### config.mk
export PLATFORM = sky130hd
export DESIGN_NAME = adc_smoothing_window_average_flat
export DESIGN_NICKNAME = d
export VERILOG_FILES = /design/src/rtl/asw_pkg.sv /design/src/rtl/asw_if.sv /design/src/rtl/asw_ring.sv /design/src/rtl/adc_smoothing_window_average.sv /design/src/flat_wrapper.sv
export VERILOG_INCLUDE_DIRS = /design/src /design/src/rtl
export SDC_FILE = /design/constraint.sdc
export NUM_CORES = 1
export LEC_CHECK = 0
export BUFFER_PORTS_ARGS = -buffer_cell sky130_fd_sc_hd__clkbuf_2
export CORE_MARGIN = 2
export CORE_UTILIZATION = 43
export CTS_BUF_LIST = sky130_fd_sc_hd__clkbuf_4 sky130_fd_sc_hd__clkbuf_8
export DETAILED_ROUTE_END_ITERATION = 8
export PLACE_DENSITY_LB_ADDON = 0.3
export SLEW_MARGIN = 10
export SYNTH_ARGS = -nofsm -noshare
export SYNTH_HDL_FRONTEND = slang
export SYNTH_SLANG_ARGS = --single-unit
### constraint.sdc
create_clock -name i_clk -period 4.9 [get_ports i_clk]
set_clock_uncertainty 0.2 [all_clocks]
set_input_delay 0 -clock i_clk [delete_from_list [all_inputs] [get_ports i_clk]]
set_output_delay 0 -clock i_clk [all_outputs]
set_load 0.02 [all_outputs]
### src/rtl/adc_smoothing_window_average_assert.svh
// assertion macros for the smoothing window average block
// used by the top level only, no other dependencies
`ifndef ADC_SMOOTHING_WINDOW_AVERAGE_ASSERT_SVH
`define ADC_SMOOTHING_WINDOW_AVERAGE_ASSERT_SVH

// same-cycle implication, disabled while reset is low
`define ASW_ASSERT_SAME(label, clk, rst_n, ante, cons) \
    label: assert property (@(posedge clk) disable iff (!(rst_n)) (ante) |-> (cons)) \
        else $error("asw assertion failed");

// next-cycle implication, disabled while reset is low
`define ASW_ASSERT_NEXT(label, clk, rst_n, ante, cons) \
    label: assert property (@(posedge clk) disable iff (!(rst_n)) (ante) |=> (cons)) \
        else $error("asw assertion failed");

`endif

### src/rtl/asw_pkg.sv
// shared constants and types for the smoothing window average block
// no dependencies
`timescale 1ns / 1ps
`default_nettype none

package asw_pkg;

    localparam int THRESH_W     = 10;
    localparam int THRESH_RESET = 40;
    localparam int SMOOTH_RESET = 10;

    typedef logic [THRESH_W-1:0] t_threshold;

endpackage

`default_nettype wire

### src/rtl/asw_if.sv
// channel interfaces: sample input, result output, threshold write
// depends on asw_pkg
`timescale 1ns / 1ps
`default_nettype none

interface asw_sample_if #(
    parameter int SAMPLE_BITS = 10
);
    logic                   valid;
    logic                   ready;
    logic [SAMPLE_BITS-1:0] sample;

    modport source (output valid, output sample, input ready);
    modport sink   (input valid, input sample, output ready);
endinterface

interface asw_result_if #(
    parameter int SAMPLE_BITS = 10
);
    logic                   valid;
    logic                   ready;
    logic [SAMPLE_BITS-1:0] smoothed_value;
    logic [SAMPLE_BITS-1:0] window_average;
    logic                   big_change;

    modport source (output valid, output smoothed_value, output window_average,
                    output big_change, input ready);
    modport sink   (input valid, input smoothed_value, input window_average,
                    input big_change, output ready);
endinterface

interface asw_cfg_if;
    logic                 valid;
    logic                 ready;
    asw_pkg::t_threshold  change_threshold;

    modport source (output valid, output change_threshold, input ready);
    modport sink   (input valid, input change_threshold, output ready);
endinterface

`default_nettype wire

### src/rtl/asw_ring.sv
// history ring: one write and one registered read per cycle
// per-entry valid bits so unwritten entries read as zero; no package use
`timescale 1ns / 1ps
`default_nettype none

module asw_ring #(
    parameter int DEPTH  = 40,
    parameter int DATA_W = 10
) (
    input  wire logic                     i_clk,
    input  wire logic                     i_rst_n,
    input  wire logic                     i_wr_en,
    input  wire logic [$clog2(DEPTH)-1:0] i_wr_addr,
    input  wire logic [DATA_W-1:0]        i_wr_data,
    input  wire logic [$clog2(DEPTH)-1:0] i_rd_addr,
    output logic      [DATA_W-1:0]        o_rd_data
);

    logic [DATA_W-1:0] r_mem [DEPTH];
    logic [DEPTH-1:0]  r_valid;
    logic [DATA_W-1:0] r_rd_data;
    logic              r_rd_valid;

    always_ff @(posedge i_clk) begin
        if (i_wr_en) begin
            r_mem[i_wr_addr] <= i_wr_data;
        end
        r_rd_data <= r_mem[i_rd_addr];
    end

    always_ff @(posedge i_clk) begin
        if (!i_rst_n) begin
            r_valid    <= '0;
            r_rd_valid <= 1'b0;
        end else begin
            if (i_wr_en) begin
                r_valid[i_wr_addr] <= 1'b1;
            end
            r_rd_valid <= r_valid[i_rd_addr];
        end
    end

    assign o_rd_data = r_rd_valid ? r_rd_data : '0;

endmodule

`default_nettype wire

### src/rtl/adc_smoothing_window_average.sv
// top level: halving smoother, history ring, running sum and window average
// depends on asw_pkg, asw_if, asw_ring and the assertion header
//
//  channel      dir  transaction payload
//  i_sample_ch  in   sample
//  o_result_ch  out  smoothed_value, window_average, big_change
//  i_cfg_ch     in   change_threshold (always ready)
//
// one transaction per clock sustained while o_result_ch.ready is high; registered in stage one, then stage two
// first stage: smoother, ring read/write, sum update and change compare
// second stage: reciprocal multiply for the average, result register
// stalls ripple back through both stages; nothing is dropped
// reset clears the ring valid bits at once, no clearing pass
`timescale 1ns / 1ps
`default_nettype none

`include "adc_smoothing_window_average_assert.svh"

module adc_smoothing_window_average #(
    parameter int WINDOW_DEPTH = 40,
    parameter int SAMPLE_BITS  = 10
) (
    input  wire logic     i_clk,
    input  wire logic     i_rst_n,
    asw_sample_if.sink    i_sample_ch,
    asw_result_if.source  o_result_ch,
    asw_cfg_if.sink       i_cfg_ch
);

    localparam int IDX_W  = $clog2(WINDOW_DEPTH);
    localparam int SUM_W  = SAMPLE_BITS + IDX_W;
    localparam int CMP_W  = (SAMPLE_BITS > asw_pkg::THRESH_W) ? SAMPLE_BITS
                                                              : asw_pkg::THRESH_W;
    localparam int RCP_SH = SUM_W + IDX_W;
    localparam int RCP_W  = SUM_W + 2;
    localparam int PROD_W = SUM_W + RCP_W;
    localparam logic [63:0] RECIP =
        ((64'd1 << RCP_SH) + 64'(WINDOW_DEPTH) - 64'd1) / 64'(WINDOW_DEPTH);

    // configuration
    asw_pkg::t_threshold r_threshold;

    always_ff @(posedge i_clk) begin
        if (!i_rst_n) begin
            r_threshold <= asw_pkg::t_threshold'(asw_pkg::THRESH_RESET);
        end else if (i_cfg_ch.valid) begin
            r_threshold <= i_cfg_ch.change_threshold;
        end
    end

    assign i_cfg_ch.ready = 1'b1;

    // state
    logic [SAMPLE_BITS-1:0] r_smoothed;
    logic [IDX_W-1:0]       r_widx;
    logic [SUM_W-1:0]       r_sum;

    // stage registers
    logic                   r_s1_valid;
    logic [SAMPLE_BITS-1:0] r_s1_smoothed;
    logic [SUM_W-1:0]       r_s1_sum;
    logic                   r_s1_big;
    logic                   r_s2_valid;
    logic [SAMPLE_BITS-1:0] r_s2_smoothed;
    logic [SAMPLE_BITS-1:0] r_s2_avg;
    logic                   r_s2_big;

    logic                   accept;
    logic                   s1_go;
    logic [SAMPLE_BITS:0]   smooth_add;
    logic [SAMPLE_BITS-1:0] n_smoothed;
    logic [SAMPLE_BITS-1:0] old_entry;
    logic [SAMPLE_BITS-1:0] diff;
    logic                   n_big;
    logic [SUM_W-1:0]       n_sum;
    logic [IDX_W-1:0]       n_widx;
    logic [IDX_W-1:0]       rd_addr;
    logic [PROD_W-1:0]      product;
    logic [SAMPLE_BITS-1:0] n_avg;
    logic                   n_s1_valid;
    logic                   n_s2_valid;

    assign s1_go              = r_s1_valid && (!r_s2_valid || o_result_ch.ready);
    assign i_sample_ch.ready  = !r_s1_valid || s1_go;
    assign accept             = i_sample_ch.valid && i_sample_ch.ready;

    assign smooth_add = {1'b0, r_smoothed} + {1'b0, i_sample_ch.sample};
    assign n_smoothed = smooth_add[SAMPLE_BITS:1];

    assign diff  = (old_entry > n_smoothed) ? (old_entry - n_smoothed)
                                            : (n_smoothed - old_entry);
    assign n_big = CMP_W'(diff) > CMP_W'(r_threshold);

    assign n_sum  = r_sum - SUM_W'(old_entry) + SUM_W'(n_smoothed);
    assign n_widx = (r_widx == IDX_W'(WINDOW_DEPTH - 1)) ? '0 : r_widx + 1'b1;

    // read one entry ahead so the replaced value is ready when the item arrives
    assign rd_addr = accept ? n_widx : r_widx;

    asw_ring #(
        .DEPTH  (WINDOW_DEPTH),
        .DATA_W (SAMPLE_BITS)
    ) u_ring (
        .i_clk     (i_clk),
        .i_rst_n   (i_rst_n),
        .i_wr_en   (accept),
        .i_wr_addr (r_widx),
        .i_wr_data (n_smoothed),
        .i_rd_addr (rd_addr),
        .o_rd_data (old_entry)
    );

    always_ff @(posedge i_clk) begin
        if (!i_rst_n) begin
            r_smoothed <= SAMPLE_BITS'(asw_pkg::SMOOTH_RESET);
            r_widx     <= '0;
            r_sum      <= '0;
        end else if (accept) begin
            r_smoothed <= n_smoothed;
            r_widx     <= n_widx;
            r_sum      <= n_sum;
        end
    end

    // stage one
    always_comb begin
        n_s1_valid = r_s1_valid;
        if (accept) begin
            n_s1_valid = 1'b1;
        end else if (s1_go) begin
            n_s1_valid = 1'b0;
        end
    end

    always_ff @(posedge i_clk) begin
        if (!i_rst_n) begin
            r_s1_valid <= 1'b0;
        end else begin
            r_s1_valid <= n_s1_valid;
        end
    end

    always_ff @(posedge i_clk) begin
        if (accept) begin
            r_s1_smoothed <= n_smoothed;
            r_s1_sum      <= n_sum;
            r_s1_big      <= n_big;
        end
    end

    // stage two: floor divide by window depth via reciprocal
    assign product = PROD_W'(r_s1_sum) * PROD_W'(RCP_W'(RECIP));
    assign n_avg   = product[RCP_SH +: SAMPLE_BITS];

    always_comb begin
        n_s2_valid = r_s2_valid;
        if (s1_go) begin
            n_s2_valid = 1'b1;
        end else if (o_result_ch.ready) begin
            n_s2_valid = 1'b0;
        end
    end

    always_ff @(posedge i_clk) begin
        if (!i_rst_n) begin
            r_s2_valid <= 1'b0;
        end else begin
            r_s2_valid <= n_s2_valid;
        end
    end

    always_ff @(posedge i_clk) begin
        if (s1_go) begin
            r_s2_smoothed <= r_s1_smoothed;
            r_s2_avg      <= n_avg;
            r_s2_big      <= r_s1_big;
        end
    end

    assign o_result_ch.valid          = r_s2_valid;
    assign o_result_ch.smoothed_value = r_s2_smoothed;
    assign o_result_ch.window_average = r_s2_avg;
    assign o_result_ch.big_change     = r_s2_big;

    // checks
    `ASW_ASSERT_NEXT(a_accept_loads_s1, i_clk, i_rst_n, accept, r_s1_valid)
    `ASW_ASSERT_NEXT(a_s1_hold, i_clk, i_rst_n, r_s1_valid && !s1_go && !accept,
        r_s1_valid && $stable(r_s1_sum) && $stable(r_s1_smoothed))
    `ASW_ASSERT_NEXT(a_s2_load, i_clk, i_rst_n, s1_go,
        o_result_ch.valid && (o_result_ch.smoothed_value == $past(r_s1_smoothed)))
    `ASW_ASSERT_NEXT(a_avg_floor, i_clk, i_rst_n, s1_go,
        (32'(o_result_ch.window_average) * WINDOW_DEPTH <= 32'($past(r_s1_sum))) &&
        (32'($past(r_s1_sum)) < (32'(o_result_ch.window_average) + 1) * WINDOW_DEPTH))

endmodule

`default_nettype wire
### src/flat_wrapper.sv
// flat-port wrapper written by rule: the top's interface ports become plain ports
module adc_smoothing_window_average_flat 
#(
    parameter int WINDOW_DEPTH = 40,
    parameter int SAMPLE_BITS  = 10
)
  (i_clk, i_rst_n, i_sample_ch_valid, i_sample_ch_sample, i_sample_ch_ready, o_result_ch_valid, o_result_ch_smoothed_value, o_result_ch_window_average, o_result_ch_big_change, o_result_ch_ready, i_cfg_ch_valid, i_cfg_ch_change_threshold, i_cfg_ch_ready);
  asw_sample_if #(.SAMPLE_BITS(SAMPLE_BITS)) i_sample_ch_i ();
  asw_result_if #(.SAMPLE_BITS(SAMPLE_BITS)) o_result_ch_i ();
  asw_cfg_if i_cfg_ch_i ();
  input  wire logic i_clk;
  input  wire logic i_rst_n;
  input wire logic [$bits(i_sample_ch_i.valid)-1:0] i_sample_ch_valid;
  input wire logic [$bits(i_sample_ch_i.sample)-1:0] i_sample_ch_sample;
  output wire logic [$bits(i_sample_ch_i.ready)-1:0] i_sample_ch_ready;
  output wire logic [$bits(o_result_ch_i.valid)-1:0] o_result_ch_valid;
  output wire logic [$bits(o_result_ch_i.smoothed_value)-1:0] o_result_ch_smoothed_value;
  output wire logic [$bits(o_result_ch_i.window_average)-1:0] o_result_ch_window_average;
  output wire logic [$bits(o_result_ch_i.big_change)-1:0] o_result_ch_big_change;
  input wire logic [$bits(o_result_ch_i.ready)-1:0] o_result_ch_ready;
  input wire logic [$bits(i_cfg_ch_i.valid)-1:0] i_cfg_ch_valid;
  input wire logic [$bits(i_cfg_ch_i.change_threshold)-1:0] i_cfg_ch_change_threshold;
  output wire logic [$bits(i_cfg_ch_i.ready)-1:0] i_cfg_ch_ready;
  assign i_sample_ch_i.valid = i_sample_ch_valid;
  assign i_sample_ch_i.sample = i_sample_ch_sample;
  assign i_sample_ch_ready = i_sample_ch_i.ready;
  assign o_result_ch_valid = o_result_ch_i.valid;
  assign o_result_ch_smoothed_value = o_result_ch_i.smoothed_value;
  assign o_result_ch_window_average = o_result_ch_i.window_average;
  assign o_result_ch_big_change = o_result_ch_i.big_change;
  assign o_result_ch_i.ready = o_result_ch_ready;
  assign i_cfg_ch_i.valid = i_cfg_ch_valid;
  assign i_cfg_ch_i.change_threshold = i_cfg_ch_change_threshold;
  assign i_cfg_ch_ready = i_cfg_ch_i.ready;
  adc_smoothing_window_average #(.WINDOW_DEPTH(WINDOW_DEPTH), .SAMPLE_BITS(SAMPLE_BITS)) u_core (.i_clk(i_clk), .i_rst_n(i_rst_n), .i_sample_ch(i_sample_ch_i), .o_result_ch(o_result_ch_i), .i_cfg_ch(i_cfg_ch_i));
endmodule
==> impl_metrics.py <==
metrics = {
    "logic_synthesis": {
        "yosysUniqueCellTypes": 75,
        "seq_area_frac_synth": 0.566,
        "synth_area_leaders": "edfxtp_1 (50%), ha_1 (8.3%), dfxtp_1 (7.0%), fa_1 (6.9%), mux4_2 (6.1%)",
        "synth.avg_cell_area_um2": 13.4,
        "ys.flop_type": "edfxtp_1",
        "yosysTopAreaCell": "edfxtp_1",
        "synthCells": 2021,
        "netlist_area_mm2": 0.0271,
        "yosysTopAreaCellShare": 0.496,
        "yosys_register_bits": 543,
        "synth_enable_flop_cells": 448,
        "async_flop_share": 0,
        "synth_nets": 2320,
        "yosys_warnings": 0,
    },
    "worst_hold_path": {
        "hold_depth": 9,
        "holdPathEnd": "u_core.r_smoothed[5]",
        "hp-start": "i_sample_ch_sample[5]",
        "worst_hold_path_type": "input port to flop",
    },
    "setup_path": {
        "r2r_slack_ps": -530,
        "required_ps": 5120,
        "crit_path_cell_trace": "ha_4, inv_2, fa_1, fa_1, fa_1, inv_2, fa_1, inv_2, fa_1, inv_2, ha_4, nand3_4, o221ai_2, a21oi_2, nand4_1, buf_4, and3_4, buf_6, o21a_1",
        "rr_endpoint": "u_core.o_result_ch.window_average[5]",
        "critPathLaunchType": "flop",
        "path_class": "flop to flop",
        "end_kind": "flop",
        "r2r.worst_path.cells": 19,
        "slowest_stage": "fa_1",
        "cp_common_cell": "fa_1",
        "r2r_start": "u_core.r_s1_sum[4]",
        "arrival_ps": 5660,
        "max_stage_delay_ps": 560,
        "crit_fanout": 3,
    },
    "finish": {
        "layout.cells.non_filler": 3196,
        "area_delta_synth_final_pct": 18.7,
        "final_net_count": 2575,
        "layout-drive-gt1-share": 0.228,
        "layout_commonest_cell": "edfxtp_1",
        "layout_common_cells": "edfxtp_1 (448), inv_1 (209), nand2_1 (200), ha_1 (155), buf_4 (139)",
    },
    "global_route": {
        "grtUsageMet3": 0.0341,
        "use_met1": 0.270,
        "grt_util_met2": 0.331,
        "grt_max_degree": 115,
        "grt-busiest-layer": "met2",
        "antenna_found_initial": 1,
        "grt_usage": 0.203,
        "grt_first_pass_wirelength_um": 100000,
        "grt.overflow.total": 0,
        "first_global_vias": 17500,
    },
    "drt": {
        "drt_iter0_markers": 1312,
        "drc": 0,
        "vias_per_cell": 5.34,
        "drtPass1Iterations": 6,
        "routed_wirelength_um": 65200,
        "ant_nets": 0,
        "via_count": 17100,
        "routedWlPerCell_um": 20.4,
    },
    "run_status": {
        "status": "complete, but fails checks",
        "failed_checks": "setup timing",
    },
    "placement": {
        "gp_congestion": 0.853,
        "port-buffer-count": 47,
        "place_hpwl_um": 43400,
        "place_inst": 2969,
    },
    "cts": {
        "clock_latency_ps": 670,
        "cts_tree": "done",
        "clk_path_buf_depth": 3,
        "cts_sinks": 543,
        "root_buffer": "clkbuf_8",
        "clk_pin_slew_worst_paths_ps": 60,
        "cts-buffers-inserted": 88,
        "htree_levels": 3,
    },
    "timing": {
        "worst_slew_pin_slew_ps": 1230,
        "hold_viol": 0,
        "fmax_mhz": 184,
        "rsz0062_at_grt": "yes",
        "setup_tns_ps": -3720,
        "hold_ws_ps": 115,
        "final-setup-viol-count": 10,
        "slew_violations": 0,
        "slew_headroom": 0.177,
        "setup_ws_ps": -532,
        "post-route-period-util": 1.11,
        "min_period_ps": 5430,
    },
    "floorplanning": {
        "row_count": 92,
        "fp.coreArea_mm2": 0.0627,
        "fp.dieW_um": 255,
        "die_y_um": 255,
        "die_area_mm2": 0.0651,
        "num_io_pins": 49,
        "initial_core_util": 0.432,
    },
    "flow_run": {
        "max-cap-violations": 0,
    },
}
critical path, delay by kind of cell (launching register included):
family | cells | cell delay, ps
flip-flops | 1 | 490
adder cells (fa/ha/maj) | 7 | 3070
AO/OA/AOI/OAI | 3 | 450
buffers and inverters | 6 | 500
AND/OR/NAND/NOR | 3 | 470
metrics by stage:
stage,area (µm²),setup WS (ps),util
finish,32200,-532,0.513
global placement,29200,-505,0.466
CTS,31800,-498,0.507
global route,32200,-679,0.513
detailed placement,29200,-642,0.466
floorplan,27300,-232,-
layout make-up:
class / count / area (µm²)
repair buffers: 238 / 1850
clock inverters: 33 / 288
well taps: 846 / 1060
multi-input cells: 1183 / 11200
fillers: 5309 / 30500
diodes: 1 / 2.50
inverters: 222 / 845
clock buffers: 130 / 1590
flip-flops and latches: 543 / 15400
cells in the mapped netlist, types with 6 or more instances:
| cell type | n |
|---|---|
| buf_1 | 7 |
| a22oi_1 | 28 |
| clkbuf_1 | 31 |
| o21ai_0 | 22 |
| mux2i_1 | 18 |
| buf_2 | 21 |
| nand2b_1 | 9 |
| nand2_1 | 200 |
| mux4_2 | 73 |
| nor2b_1 | 7 |
| a311oi_1 | 13 |
| or3_1 | 8 |
| o21a_1 | 42 |
| nor2_1 | 114 |
| and3_1 | 17 |
| ha_1 | 181 |
| buf_4 | 13 |
| nand3_1 | 78 |
| a211oi_1 | 8 |
| xnor2_1 | 30 |
| nor3_1 | 11 |
| inv_1 | 221 |
| a31oi_1 | 15 |
| a21o_1 | 8 |
| a2bb2oi_1 | 11 |
| nand4_1 | 13 |
| o211ai_1 | 11 |
| dfxtp_1 | 95 |
| a21oi_1 | 78 |
| or2_2 | 6 |
| fa_1 | 93 |
| xor2_1 | 12 |
| o21bai_1 | 6 |
| edfxtp_1 | 448 |
metal layers:
metal / up-vias / share of wire
met5: - / 0
met4: 0 / 0.035
met1: 8591 / 0.44
li1: 7867 / -
met3: 120 / 0.053
met2: 491 / 0.48
cells by family (layout without fill, tap and decap cells):
| logic type | count (synthesis) | after routing | share of synthesized area |
|---|---|---|---|
| compound gates | 274 | 274 | 0.0694 |
| xor+xnor | 43 | 43 | 0.0144 |
| fa+ha+maj | 274 | 274 | 0.152 |
| buf+inv | 295 | 623 | 0.0439 |
| flops | 543 | 543 | 0.566 |
| mux | 96 | 96 | 0.0711 |
| other cells | 1 | 2 | 0.000138 |
| simple gates | 495 | 495 | 0.0829 |
state kept, by name, summed over array words and instances (netlist names):
name and cells:
u_core.u_ring.r_valid 40, u_core.o_result_ch.window_average 10, u_core.r_threshold 10, u_core.r_sum 16, u_core.u_ring.r_mem 400, u_core.r_widx 6
u_core.o_result_ch.valid 1, u_core.r_s1_sum 16, u_core.u_ring.r_rd_data 10, u_core.o_result_ch.big_change 1, u_core.o_result_ch.smoothed_value 10, u_core.r_smoothed 10
u_core.r_s1_valid 1, u_core.r_s1_smoothed 10, u_core.r_s1_big 1, u_core.u_ring.r_rd_valid 1
what timing repair did:
action                                  in CTS  in global routing
pin swaps                                   15                 45
endpoints found under the setup margin      12                 14
hold buffers                                42                  0
buffers inserted                            11                 13
gates resized for setup                     37                 54
endpoints found under the hold margin      102                  0
worst max path at each step:
| stage | start | end | slack, ps |
|---|---|---|---|
| after floorplan | u_core.r_s1_sum[2] | u_core.o_result_ch.window_average[8] | -230 |
| after global placement | u_core.r_s1_sum[6] | u_core.o_result_ch.window_average[8] | -510 |
| after detailed placement | u_core.r_s1_sum[5] | u_core.o_result_ch.window_average[8] | -640 |
| after CTS | u_core.r_s1_sum[4] | u_core.o_result_ch.window_average[8] | -500 |
| after global routing | u_core.r_s1_sum[4] | u_core.o_result_ch.window_average[5] | -680 |
| final | u_core.r_s1_sum[4] | u_core.o_result_ch.window_average[5] | -530 |
Power is not shown: default switching activity piles up to over one toggle a cycle in this logic, so the estimate is an artifact.
